--- config.mk ---
export PLATFORM = sky130hd
export DESIGN_NAME = burst_then_moving_average
export DESIGN_NICKNAME = d
export VERILOG_FILES = /design/src/rtl/btma_pkg.sv /design/src/rtl/btma_ram.sv /design/src/rtl/btma_front.sv /design/src/rtl/btma_queue.sv /design/src/rtl/btma_back.sv /design/src/rtl/burst_then_moving_average.sv
export VERILOG_INCLUDE_DIRS = /design/src /design/src/rtl
export SDC_FILE = /design/constraint.sdc
export NUM_CORES = 1
export LEC_CHECK = 0
export BUFFER_PORTS_ARGS = -buffer_cell sky130_fd_sc_hd__buf_2
export CAP_MARGIN = 20
export CORE_UTILIZATION = 55
export DETAILED_ROUTE_END_ITERATION = 10
export PLACE_DENSITY = 0.79
export SYNTH_ARGS = -nofsm -noshare
export SYNTH_HDL_FRONTEND = slang
export SYNTH_SLANG_ARGS = --single-unit
export TNS_END_PERCENT = 50
--- constraint.sdc ---
create_clock -name i_clk -period 3.2 [get_ports i_clk]
set_input_delay 0.16 -clock i_clk [delete_from_list [all_inputs] [get_ports i_clk]]
set_output_delay 0.16 -clock i_clk [all_outputs]
set_load 0.1 [all_outputs]
--- src/rtl/burst_then_moving_average_assert.svh ---
// Assertion macros for the burst_then_moving_average block.
// Included by the top level; relies on i_clk and i_rst_n being in scope.
`ifndef BURST_THEN_MOVING_AVERAGE_ASSERT_SVH
`define BURST_THEN_MOVING_AVERAGE_ASSERT_SVH

// Same-cycle implication, checked out of reset
`define BTMA_ASSERT_NOW(lbl, ante, cons, msg) \
    lbl: assert property (@(posedge i_clk) disable iff (!i_rst_n) (ante) |-> (cons)) \
        else $error(msg);

// Next-cycle implication, checked out of reset
`define BTMA_ASSERT_NEXT(lbl, ante, cons, msg) \
    lbl: assert property (@(posedge i_clk) disable iff (!i_rst_n) (ante) |=> (cons)) \
        else $error(msg);

`endif

--- src/rtl/btma_pkg.sv ---
// Shared widths and defaults for the burst decimator / moving average block.
// No dependencies.
`timescale 1ns / 1ps

package btma_pkg;

    localparam int SAMPLE_W     = 12;   // ADC sample and burst mean width
    localparam int BSUM_W       = 16;   // burst accumulator width
    localparam int BURST_LOG2   = 4;    // 16 samples per burst
    localparam int BCNT_W       = 4;
    localparam int WSUM_W       = 20;   // window sum width
    localparam int WINDOW_DEF   = 16;
    localparam int QUEUE_DEPTH  = 2;    // burst means between front and back

    typedef logic [SAMPLE_W-1:0] t_sample;

endpackage

--- src/rtl/btma_ram.sv ---
// Generic single-write, single-read RAM with registered read data.
// No dependencies.
`timescale 1ns / 1ps

module btma_ram #(
    parameter int WIDTH = 12,
    parameter int DEPTH = 16,
    localparam int AW   = (DEPTH > 1) ? $clog2(DEPTH) : 1
) (
    input  logic             i_clk,
    input  logic             i_we,
    input  logic [AW-1:0]    i_waddr,
    input  logic [WIDTH-1:0] i_wdata,
    input  logic             i_re,
    input  logic [AW-1:0]    i_raddr,
    output logic [WIDTH-1:0] o_rdata
);

    logic [WIDTH-1:0] r_mem [DEPTH];
    logic [WIDTH-1:0] r_rdata;

    // write port and registered read port
    always_ff @(posedge i_clk) begin
        if (i_we) begin
            r_mem[i_waddr] <= i_wdata;
        end
        if (i_re) begin
            r_rdata <= r_mem[i_raddr];
        end
    end

    assign o_rdata = r_rdata;

endmodule

--- src/rtl/btma_front.sv ---
// Front end: takes samples, sums each burst of 16 and emits the burst mean.
// Depends on btma_pkg.
`timescale 1ns / 1ps

module btma_front (
    input  logic              i_clk,
    input  logic              i_rst_n,
    input  logic              i_sample_valid,
    output logic              o_sample_ready,
    input  btma_pkg::t_sample i_sample,
    input  logic              i_queue_full,
    output logic              o_push,
    output btma_pkg::t_sample o_mean
);

    logic [btma_pkg::BCNT_W-1:0] r_count, n_count;
    logic [btma_pkg::BSUM_W-1:0] r_sum, n_sum;
    logic [btma_pkg::BSUM_W-1:0] w_sum_inc;
    logic                        w_last;
    logic                        w_xfer;

    // only the burst-closing sample needs a free queue slot
    assign w_last         = (r_count == {btma_pkg::BCNT_W{1'b1}});
    assign o_sample_ready = !(w_last && i_queue_full);
    assign w_xfer         = i_sample_valid && o_sample_ready;

    assign w_sum_inc = r_sum + btma_pkg::BSUM_W'(i_sample);
    assign o_push    = w_xfer && w_last;
    assign o_mean    = w_sum_inc[btma_pkg::BURST_LOG2 +: btma_pkg::SAMPLE_W];

    // burst accumulator, cleared when the burst closes
    always_comb begin
        n_count = r_count;
        n_sum   = r_sum;
        if (w_xfer) begin
            n_count = r_count + 1'b1;
            n_sum   = w_last ? '0 : w_sum_inc;
        end
    end

    always_ff @(posedge i_clk) begin
        if (!i_rst_n) begin
            r_count <= '0;
            r_sum   <= '0;
        end else begin
            r_count <= n_count;
            r_sum   <= n_sum;
        end
    end

endmodule

--- src/rtl/btma_queue.sv ---
// Small FIFO of burst means between the front and back ends.
// Depends on btma_pkg.
`timescale 1ns / 1ps

module btma_queue #(
    parameter int DEPTH = 2
) (
    input  logic              i_clk,
    input  logic              i_rst_n,
    input  logic              i_push,
    input  btma_pkg::t_sample i_data,
    output logic              o_full,
    input  logic              i_pop,
    output logic              o_empty,
    output btma_pkg::t_sample o_data
);

    localparam int PW = (DEPTH > 1) ? $clog2(DEPTH) : 1;
    localparam int CW = $clog2(DEPTH + 1);

    btma_pkg::t_sample r_mem [DEPTH];
    logic [PW-1:0]     r_wr, n_wr;
    logic [PW-1:0]     r_rd, n_rd;
    logic [CW-1:0]     r_cnt, n_cnt;

    assign o_full  = (r_cnt == CW'(DEPTH));
    assign o_empty = (r_cnt == '0);
    assign o_data  = r_mem[r_rd];

    // pointer and occupancy update
    always_comb begin
        n_wr  = r_wr;
        n_rd  = r_rd;
        n_cnt = r_cnt;
        if (i_push) begin
            n_wr = (r_wr == PW'(DEPTH - 1)) ? '0 : r_wr + 1'b1;
        end
        if (i_pop) begin
            n_rd = (r_rd == PW'(DEPTH - 1)) ? '0 : r_rd + 1'b1;
        end
        if (i_push && !i_pop) begin
            n_cnt = r_cnt + 1'b1;
        end else if (i_pop && !i_push) begin
            n_cnt = r_cnt - 1'b1;
        end
    end

    always_ff @(posedge i_clk) begin
        if (!i_rst_n) begin
            r_wr  <= '0;
            r_rd  <= '0;
            r_cnt <= '0;
        end else begin
            r_wr  <= n_wr;
            r_rd  <= n_rd;
            r_cnt <= n_cnt;
        end
    end

    // entry storage
    always_ff @(posedge i_clk) begin
        if (i_push) begin
            r_mem[r_wr] <= i_data;
        end
    end

endmodule

--- src/rtl/btma_back.sv ---
// Back end: window ring of burst means, running window sum, and the divide
// by WINDOW as a reciprocal multiply. Depends on btma_pkg and btma_ram.
`timescale 1ns / 1ps

module btma_back #(
    parameter int WINDOW = btma_pkg::WINDOW_DEF
) (
    input  logic              i_clk,
    input  logic              i_rst_n,
    input  logic              i_queue_empty,
    input  btma_pkg::t_sample i_queue_data,
    output logic              o_pop,
    output logic              o_average_valid,
    input  logic              i_average_ready,
    output btma_pkg::t_sample o_average
);

    localparam int PW        = (WINDOW > 1) ? $clog2(WINDOW) : 1;
    localparam int WS        = btma_pkg::WSUM_W;
    localparam int MULT_W    = WS + 1;
    localparam int PROD_W    = WS + MULT_W;
    // floor(x / WINDOW) == (x * DIV_MULT) >> DIV_SHIFT for every x below 2**WS
    localparam int DIV_SHIFT = WS + $clog2(WINDOW);
    localparam logic [MULT_W-1:0] DIV_MULT = MULT_W'(
        ((64'd1 << DIV_SHIFT) + 64'(WINDOW) - 64'd1) / 64'(WINDOW));

    localparam logic [1:0] ST_IDLE = 2'd0;
    localparam logic [1:0] ST_UPD  = 2'd1;
    localparam logic [1:0] ST_MUL  = 2'd2;
    localparam logic [1:0] ST_OUT  = 2'd3;

    logic [1:0]        r_state, n_state;
    logic [PW-1:0]     r_pos, n_pos;
    logic              r_filled, n_filled;
    logic [WS-1:0]     r_wsum, n_wsum;
    btma_pkg::t_sample r_mean;
    logic [PROD_W-1:0] r_prod;
    logic              r_out_valid, n_out_valid;
    btma_pkg::t_sample r_avg;

    logic              w_ram_we;
    logic              w_ram_re;
    btma_pkg::t_sample w_ram_rdata;
    btma_pkg::t_sample w_old;
    logic              w_out_load;

    btma_ram #(
        .WIDTH (btma_pkg::SAMPLE_W),
        .DEPTH (WINDOW)
    ) u_window (
        .i_clk   (i_clk),
        .i_we    (w_ram_we),
        .i_waddr (r_pos),
        .i_wdata (r_mean),
        .i_re    (w_ram_re),
        .i_raddr (r_pos),
        .o_rdata (w_ram_rdata)
    );

    // entries not yet written on the first lap read as zero
    assign w_old      = r_filled ? w_ram_rdata : '0;
    assign o_pop      = (r_state == ST_IDLE) && !i_queue_empty;
    assign w_ram_re   = o_pop;
    assign w_ram_we   = (r_state == ST_UPD);
    assign w_out_load = (r_state == ST_OUT) && (!r_out_valid || i_average_ready);

    // sequencer: pop, replace oldest entry, multiply, hand to output register
    always_comb begin
        n_state     = r_state;
        n_pos       = r_pos;
        n_filled    = r_filled;
        n_wsum      = r_wsum;
        n_out_valid = r_out_valid;
        if (r_out_valid && i_average_ready) begin
            n_out_valid = 1'b0;
        end
        case (r_state)
            ST_IDLE: begin
                if (!i_queue_empty) begin
                    n_state = ST_UPD;
                end
            end
            ST_UPD: begin
                n_wsum = r_wsum - WS'(w_old) + WS'(r_mean);
                if (r_pos == PW'(WINDOW - 1)) begin
                    n_pos    = '0;
                    n_filled = 1'b1;
                end else begin
                    n_pos = r_pos + 1'b1;
                end
                n_state = ST_MUL;
            end
            ST_MUL: begin
                n_state = ST_OUT;
            end
            ST_OUT: begin
                if (w_out_load) begin
                    n_out_valid = 1'b1;
                    n_state     = ST_IDLE;
                end
            end
            default: begin
                n_state = ST_IDLE;
            end
        endcase
    end

    always_ff @(posedge i_clk) begin
        if (!i_rst_n) begin
            r_state     <= ST_IDLE;
            r_pos       <= '0;
            r_filled    <= 1'b0;
            r_wsum      <= '0;
            r_out_valid <= 1'b0;
        end else begin
            r_state     <= n_state;
            r_pos       <= n_pos;
            r_filled    <= n_filled;
            r_wsum      <= n_wsum;
            r_out_valid <= n_out_valid;
        end
    end

    // datapath registers
    always_ff @(posedge i_clk) begin
        if (o_pop) begin
            r_mean <= i_queue_data;
        end
        if (r_state == ST_MUL) begin
            r_prod <= PROD_W'(r_wsum) * PROD_W'(DIV_MULT);
        end
        if (w_out_load) begin
            r_avg <= r_prod[DIV_SHIFT +: btma_pkg::SAMPLE_W];
        end
    end

    assign o_average_valid = r_out_valid;
    assign o_average       = r_avg;

endmodule

--- src/rtl/burst_then_moving_average.sv ---
// Top level: burst decimator followed by a moving average over WINDOW means.
// Depends on btma_pkg, btma_front, btma_queue, btma_back, btma_ram and the
// assertion header.
//
//   channel   handshake                          payload
//   input     i_sample_valid / o_sample_ready    i_sample  [11:0]
//   output    o_average_valid / i_average_ready  o_average [11:0]
//
// One sample is taken every cycle, save that a burst-closing sample waits while
// the queue is full; every 16th sample closes a burst. A burst mean reaches
// o_average_valid through the back-end sequence: RAM read, window update, multiply, output.
// A two-entry mean queue separates the halves, so a stalled output only holds
// off the burst-closing sample once the queue is full.
// Reset (synchronous, active low) clears all control state; window entries
// not yet written on the first lap are read as zero.
`timescale 1ns / 1ps
`include "burst_then_moving_average_assert.svh"

module burst_then_moving_average #(
    parameter int WINDOW = btma_pkg::WINDOW_DEF
) (
    input  logic              i_clk,
    input  logic              i_rst_n,
    input  logic              i_sample_valid,
    output logic              o_sample_ready,
    input  btma_pkg::t_sample i_sample,
    output logic              o_average_valid,
    input  logic              i_average_ready,
    output btma_pkg::t_sample o_average
);

    logic              w_push;
    logic              w_pop;
    logic              w_full;
    logic              w_empty;
    btma_pkg::t_sample w_mean;
    btma_pkg::t_sample w_q_data;

    btma_front u_front (
        .i_clk          (i_clk),
        .i_rst_n        (i_rst_n),
        .i_sample_valid (i_sample_valid),
        .o_sample_ready (o_sample_ready),
        .i_sample       (i_sample),
        .i_queue_full   (w_full),
        .o_push         (w_push),
        .o_mean         (w_mean)
    );

    btma_queue #(
        .DEPTH (btma_pkg::QUEUE_DEPTH)
    ) u_queue (
        .i_clk   (i_clk),
        .i_rst_n (i_rst_n),
        .i_push  (w_push),
        .i_data  (w_mean),
        .o_full  (w_full),
        .i_pop   (w_pop),
        .o_empty (w_empty),
        .o_data  (w_q_data)
    );

    btma_back #(
        .WINDOW (WINDOW)
    ) u_back (
        .i_clk           (i_clk),
        .i_rst_n         (i_rst_n),
        .i_queue_empty   (w_empty),
        .i_queue_data    (w_q_data),
        .o_pop           (w_pop),
        .o_average_valid (o_average_valid),
        .i_average_ready (i_average_ready),
        .o_average       (o_average)
    );

    // queue never overflows or underflows; means come only from accepted samples
    `BTMA_ASSERT_NOW(a_no_push_full, w_push, !w_full, "mean pushed into full queue")
    `BTMA_ASSERT_NOW(a_no_pop_empty, w_pop, !w_empty, "mean popped from empty queue")
    `BTMA_ASSERT_NOW(a_push_on_xfer, w_push, i_sample_valid && o_sample_ready, "push without transfer")
    `BTMA_ASSERT_NEXT(a_pop_busy, w_pop, !w_pop, "back end popped twice in a row")

endmodule

## Word-level counts from Yosys, hierarchy flattened

Memory sizes are Yosys's and may differ from the RTL's. A register that Yosys moved wholly into a read port is not among the register bits.
Cells that the tools add are included.
Widths: inputs -> output; s select.

- Eq/ne operators: 8
- Multiplexer cells: 17
- Reduce and logical (&&, ||, !) cells: 19
- Add/subtract/negate cells: 9

Operators with widths:

| kind | count |
|---|---|
| $add 20x12->20 | 1 |
| $sub 20x12->20 | 1 |
| $add 16x12->16 | 1 |
| $mux 16 | 1 |
| $mux 12 | 1 |
| $mux 1 | 9 |
| $add 4x1->4 const B | 2 |
| $eq 4x4->1 const B | 2 |
| $logic_and 1x1->1 | 8 |
| $mux 2 | 4 |
| $pmux 2 s4 | 1 |
| $eq 2x2->1 const B | 3 |
| $logic_not 1->1 | 5 |
| $logic_not 2->1 | 2 |
| $mux 4 | 1 |
| $reduce_and 2->1 | 2 |
| $add 1x1->1 const B | 2 |
| $add 2x1->2 const B | 1 |
| $eq 2x1->1 const B | 1 |
| $ne 2x1->1 const B | 1 |
| $ne 2x2->1 const B | 1 |
| $reduce_bool 2->1 | 1 |
| $sub 2x1->2 const B | 1 |
| $logic_or 1x1->1 | 1 |

- Memories: 2
- Word-level logic and storage cells: 67
- Output and inout port bits: 14
- Flip-flop bits (word level): 80
- Bits of input ports: 16
- Bits in writable memories: 216

Memories:

| name | words | bits a word | rd ports | clocked after memory_dff | wr ports | line | source |
|---|---|---|---|---|---|---|---|
| u_back.u_window.r_mem | 16 | 12 | 1 | 1 | 1 | btma_ram.sv:19 | `logic [WIDTH-1:0] r_mem [DEPTH];` |
| u_queue.r_mem | 2 | 12 | 1 | 1 | 1 | btma_queue.sv:21 | `btma_pkg::t_sample r_mem [DEPTH];` |

## Longest topological paths before layout

- Depth after elaboration: 9
- Gate-level depth with buffers: 12
- Mapped depth without buffers: 11

## By module

From an unflattened synthesis, not the netlist that was laid out.

- Cell total of the unflattened synthesis: 858
- Area total of the unflattened synthesis: 13556.8 sq um

Modules (own cells, without submodules):

| module | area an instance (sq um) | cells an instance | times used | seq. area each (sq um) |
|---|---|---|---|---|
| btma_ram | 7719.9 | 329 | 1 | 6125.9 |
| btma_back | 3343.2 | 310 | 1 | 1561.5 |
| btma_front | 1413.9 | 160 | 1 | 400.4 |
| btma_queue | 1079.8 | 59 | 1 | 820.8 |

## Worst setup path before layout

Ideal clock, no wire load.

- Kind: flip-flop to flip-flop
- From: register u_back.r_mean[1], read port of u_queue.r_mem
- To: register u_back.r_wsum[14]
- Setup time: 0.122 ns
- Data arrival time: 2.695 ns
- Buffers on the path: 0
- Setup slack: 0.383 ns
- Cell stages (with the launch flop): 11
- Period minus slack after synthesis: 2.817 ns
- Required time: 3.078 ns
- Path through: edfxtp_1 inv_1 fa_1 inv_1 fa_1 a21o_1 a21oi_1 o21ai_0 o2bb2ai_1 mux2i_1 a311o_1

- Cells in the longest elaborated chain, start to end: 1

RTL lines:

| what | line | source |
|---|---|---|
| start: declaration | btma_back.sv:36 | `btma_pkg::t_sample r_mean;` |
| $add 20x12->20 | btma_back.sv:84 | `n_wsum = r_wsum - WS'(w_old) + WS'(r_mean);` |
| end signal: assignment | btma_back.sv:119 | `r_wsum <= n_wsum;` |
| end: declaration | btma_back.sv:35 | `logic [WS-1:0] r_wsum, n_wsum;` |

No other way between the ends.
A chain may end at the register's enable or synchronous reset.

## Worst setup path after layout

- From: register u_back.r_filled
- To: register u_back.r_wsum[14]

- Cells in the longest elaborated chain, start to end: 3

RTL lines:

| what | line | source |
|---|---|---|
| start: declaration | btma_back.sv:34 | `logic r_filled, n_filled;` |
| start signal: assignment | btma_back.sv:118 | `r_filled <= n_filled;` |
| $mux 12 | btma_back.sv:61 | `assign w_old = r_filled ? w_ram_rdata : '0;` |
| $sub 20x12->20 | btma_back.sv:84 |  |
| $add 20x12->20 | btma_back.sv:84 |  |

No other way between the ends.

==> impl_results.md <==
* PwrDens at 813.4 nW/µm²
* Sw Share at 30.01%
* Largest net degree at the start of global routing at 55
* EDFF count, synth at 264
* Area Growth Syn to Fin at 11.75%
* Sink Count at 312
* Grt total ovfl at 0
* # IOs at 30
* Tmin final at around 3000 ps
* Top FF cell, synth: edfxtp_1
* Fill cells at approximately 1700
* Crit Path Category: reg -> reg
* Layout Nets at 976
* Final period util at between 90 and 100%
* Startpoint types: register
* Initial antenna violation count at 0
* Synth Instances at 850
* CTS Buf Count at 31
* Die Footprint at 25640 µm²
* Fmax at approximately 0.34 GHz
* Placed Area at about 14000 µm²
* Starting Density at 56.38%
* Fin Setup TNS at 0 ps
* Core area at 24390 µm²
* Leak at 5.402 nW
* Worst setup startpoint: u_back.r_filled
* Area of the mapped netlist at 13750 µm²
* Fin Clk Skew at about 11 ps
* Worst-margin pin slew at 986.9 ps
* Post-DR vias/cell at between 5 and 6
* Max Slew Vio Count at 0
* YS warnings at 0
* Final hold viol count at 0
* Sequential share of power at 42.3%
* Status: completed
* Slowest stage delay, CP at 480 ps
* Clk pin slew, worst setup/hold paths at 70 ps
* NetSw at 3.751 mW
* Crit path capture: u_back.r_wsum[14]
* Number of global-route vias before repair at 7342
* WL/cell at 21.20 µm
* Flop2flop setup slack at between 200 and 250 ps
* Sequential share of the synthesized area at 64.64%
* Comb power frac at 28.5%
* Share of flip-flops with an asynchronous set or reset at 0%
* Crit-path slowest cell: fa_1
* H-tree Lvls at 1
* Chip width at 160.1 µm
* Overall routing resource usage at between 20% and 30%
* Post-DRT Antenna Nets at 0
* Maximum VDD drop at about 0.40 mV
* Slew margin rel. at approximately a third
* Final instance area at 15370 µm²
* Hold Path Stages at 4
* Syn_area_per_cell at 16.18 µm²
* RR Startpoint: u_back.r_filled
* Final wirelength at 26610 µm
* I/O Buffers at 29
* Setup crit end kind: register
* Max clock buf depth at 3
* Cell Rows at 57
* Die Y-Extent at between 150 and 200 µm
* Skew-Pair Late Insertion Delay at ~550 ps
* Cell mode on critical path: fa_1
* Reg2Reg Depth at 10
* Global-route wire length before repair at 41280 µm
* Share of cells above drive strength 1 at 16.86%
* Crit path required time at between 3000 and 4000 ps
* DR iter-0 viols at about 760
* CTS Root Cell: clkbuf_16
* Postcts setup bufs at 0
* Clk pwr share at 29.2%
* Int Pwr at 8.748 mW
* HP Class: in -> reg
* CTS tree: built
* 1st-pass router iterations at 5
* DP HPWL at around 17000 µm
* Critical Path AT at 3400 ps
* Critical path peak fanout at 13
* Final setup violation count at 0
* CP Cell Sequence: and2_1, fa_1, inv_1, fa_1, a21o_1, a21oi_1, o21ai_0, o2bb2ai_1, mux2i_1, a311o_1
* Capturing point of the worst reg2reg path: u_back.r_wsum[14]
* RSZ-0062 raised after global routing: false
* Routability congestion estimate at 0.8642
* Max Cap Violations at 0
* HP Start: i_sample_valid
* Synthesized Nets at 917
* Antenna cell count at 0
* Vias at 7434
* Number of unique standard cell types used by synthesis at 70
* Synthesis-stage register bit count at 312
* Remaining DRCs at 0
[worst min path at each step]
| stage | end | slack [ps] |
|---|---|---|
| after floorplan | u_back.o_average_valid | 400 |
| after global placement | u_back.o_average[0] | 400 |
| after detailed placement | u_back.o_average[8] | 410 |
| after CTS | u_front.r_count[1] | 70 |
| after global routing | u_front.r_count[1] | 100 |
| final | u_front.r_count[1] | 90 |
[final cells by class]
| cell class | count | area [µm²] | area share (%) |
|---|---|---|---|
| tap | 324 | 405.4 | 2.638 |
| clock buffer | 37 | 808.3 | 5.260 |
| timing repair buffer | 59 | 400.4 | 2.606 |
| multi-input combinational | 439 | 4398 | 28.62 |
| clock inverter | 18 | 215.2 | 1.401 |
| inverter | 66 | 247.7 | 1.612 |
| sequential | 312 | 8891 | 57.86 |
[sequential cells by signal, summed over array words and instances, names as in the netlist]
register / cells
u_back.o_average: 12
u_back.o_average_valid: 1
u_back.r_filled: 1
u_back.r_mean: 12
u_back.r_pos: 4
u_back.r_prod: 12
u_back.r_state: 2
u_back.r_wsum: 16
u_back.u_window.o_rdata: 12
u_back.u_window.r_mem: 192
u_front.r_count: 4
u_front.r_sum: 16
u_queue.r_cnt: 2
u_queue.r_mem: 24
u_queue.r_rd: 1
u_queue.r_wr: 1
[stage by stage]
| step | std cells | total power [mW] | hold slack [ps] | setup WS (ps) | utilization, % |
|---|---|---|---|---|---|
| floorplan | 850 | 8.054 | 400.3 | 382.8 | - |
| global placement | 1197 | 8.798 | 400.5 | 360.7 | 58.69 |
| detailed placement | 1197 | 8.890 | 405.2 | 273.1 | 58.69 |
| CTS | 1254 | 12.54 | 66.12 | 263.5 | 62.97 |
| global route | 1255 | 13.09 | 95.39 | 21.33 | 63.00 |
| finish | 1255 | 12.50 | 85.86 | 237.2 | 63.00 |
[metal layers]
layer	wire length (µm)	vias to the layer above	share of wire, %	track usage, %
met1	11030	3735	41	29.12
met4	791	0	3.0	7.316
met5	0	-	0	0
met2	13070	255	49	34.96
li1	-	3393	-	-
met3	1715	51	6.4	3.013
[cell families (layout without fill, tap and decap cells)]
logic type / Yosys count / after routing / synth area share (%)
buffers and inverters: 99 / 180 / 3.376
flip-flops: 312 / 312 / 64.64
AND/OR/NAND/NOR: 161 / 161 / 6.360
adder cells (fa/ha/maj): 51 / 51 / 5.350
multiplexers: 81 / 81 / 12.37
AO/OA/AOI/OAI: 123 / 123 / 6.442
XOR/XNOR: 23 / 23 / 1.465
[power groups by stage]
stage	clock network, mW	logic (mW)	registers [mW]
floorplan	0	2.63	5.42
global placement	0	3.44	5.36
detailed placement	0	3.52	5.37
CTS	3.69	3.55	5.30
global route	3.84	3.93	5.33
finish	3.65	3.56	5.29
[repair_timing]
action,4_1_cts,5_1_grt
resized for setup,0,0
endpoints found under the setup margin,0,0
hold buffers,2,0
hold endpoints to repair,2,0
[layout by cell type, fill, tap and decap left out, types with 15 or more instances in the layout]
cell type / synthesis / layout
a21oi_1: 25 / 25
nor2_1: 27 / 27
nor2b_1: 17 / 17
edfxtp_1: 264 / 264
inv_1: 65 / 65
buf_2: 8 / 29
and2_1: 42 / 42
nand2_1: 24 / 24
clkbuf_16: 0 / 31
ha_1: 38 / 38
xnor2_1: 16 / 16
o21ai_0: 21 / 21
mux4_2: 27 / 27
mux4_1: 33 / 33
dfxtp_1: 48 / 46
nand3_1: 15 / 15
buf_4: 1 / 26
[Yosys cell counts, drive strengths merged, types with 5 or more instances]
library cell / n / area [µm²]
nor3: 7 / 35.03
o21a: 8 / 60.06
nand2: 25 / 96.35
inv: 65 / 244.0
mux2: 12 / 135.1
dfxtp: 48 / 960.9
xnor2: 16 / 140.1
edfxtp: 264 / 7928
clkbuf: 12 / 46.29
buf: 20 / 161.4
a22o: 6 / 52.55
nor2b: 17 / 106.4
xor2: 7 / 61.31
ha: 38 / 475.5
nand2b: 6 / 37.54
o21bai: 5 / 41.29
nor2: 27 / 101.4
nand3: 16 / 85.08
o21ai: 24 / 123.9
nand4: 6 / 37.54
a21o: 8 / 60.06
a211oi: 5 / 65.07
mux2i: 9 / 90.09
o211ai: 7 / 52.55
and2: 42 / 262.8
a21oi: 26 / 133.9
a31oi: 6 / 52.55
mux4: 60 / 1475
fa: 13 / 260.3
[critical path, delay by kind of cell, from the launching register on]
family | cells | cell delay, ps
compound gates | 5 | 1110
fa+ha+maj | 2 | 940
simple gates | 1 | 200
flops | 1 | 420
mux | 1 | 130
buf+inv | 1 | 70
(Power assumes the default switching activity.)
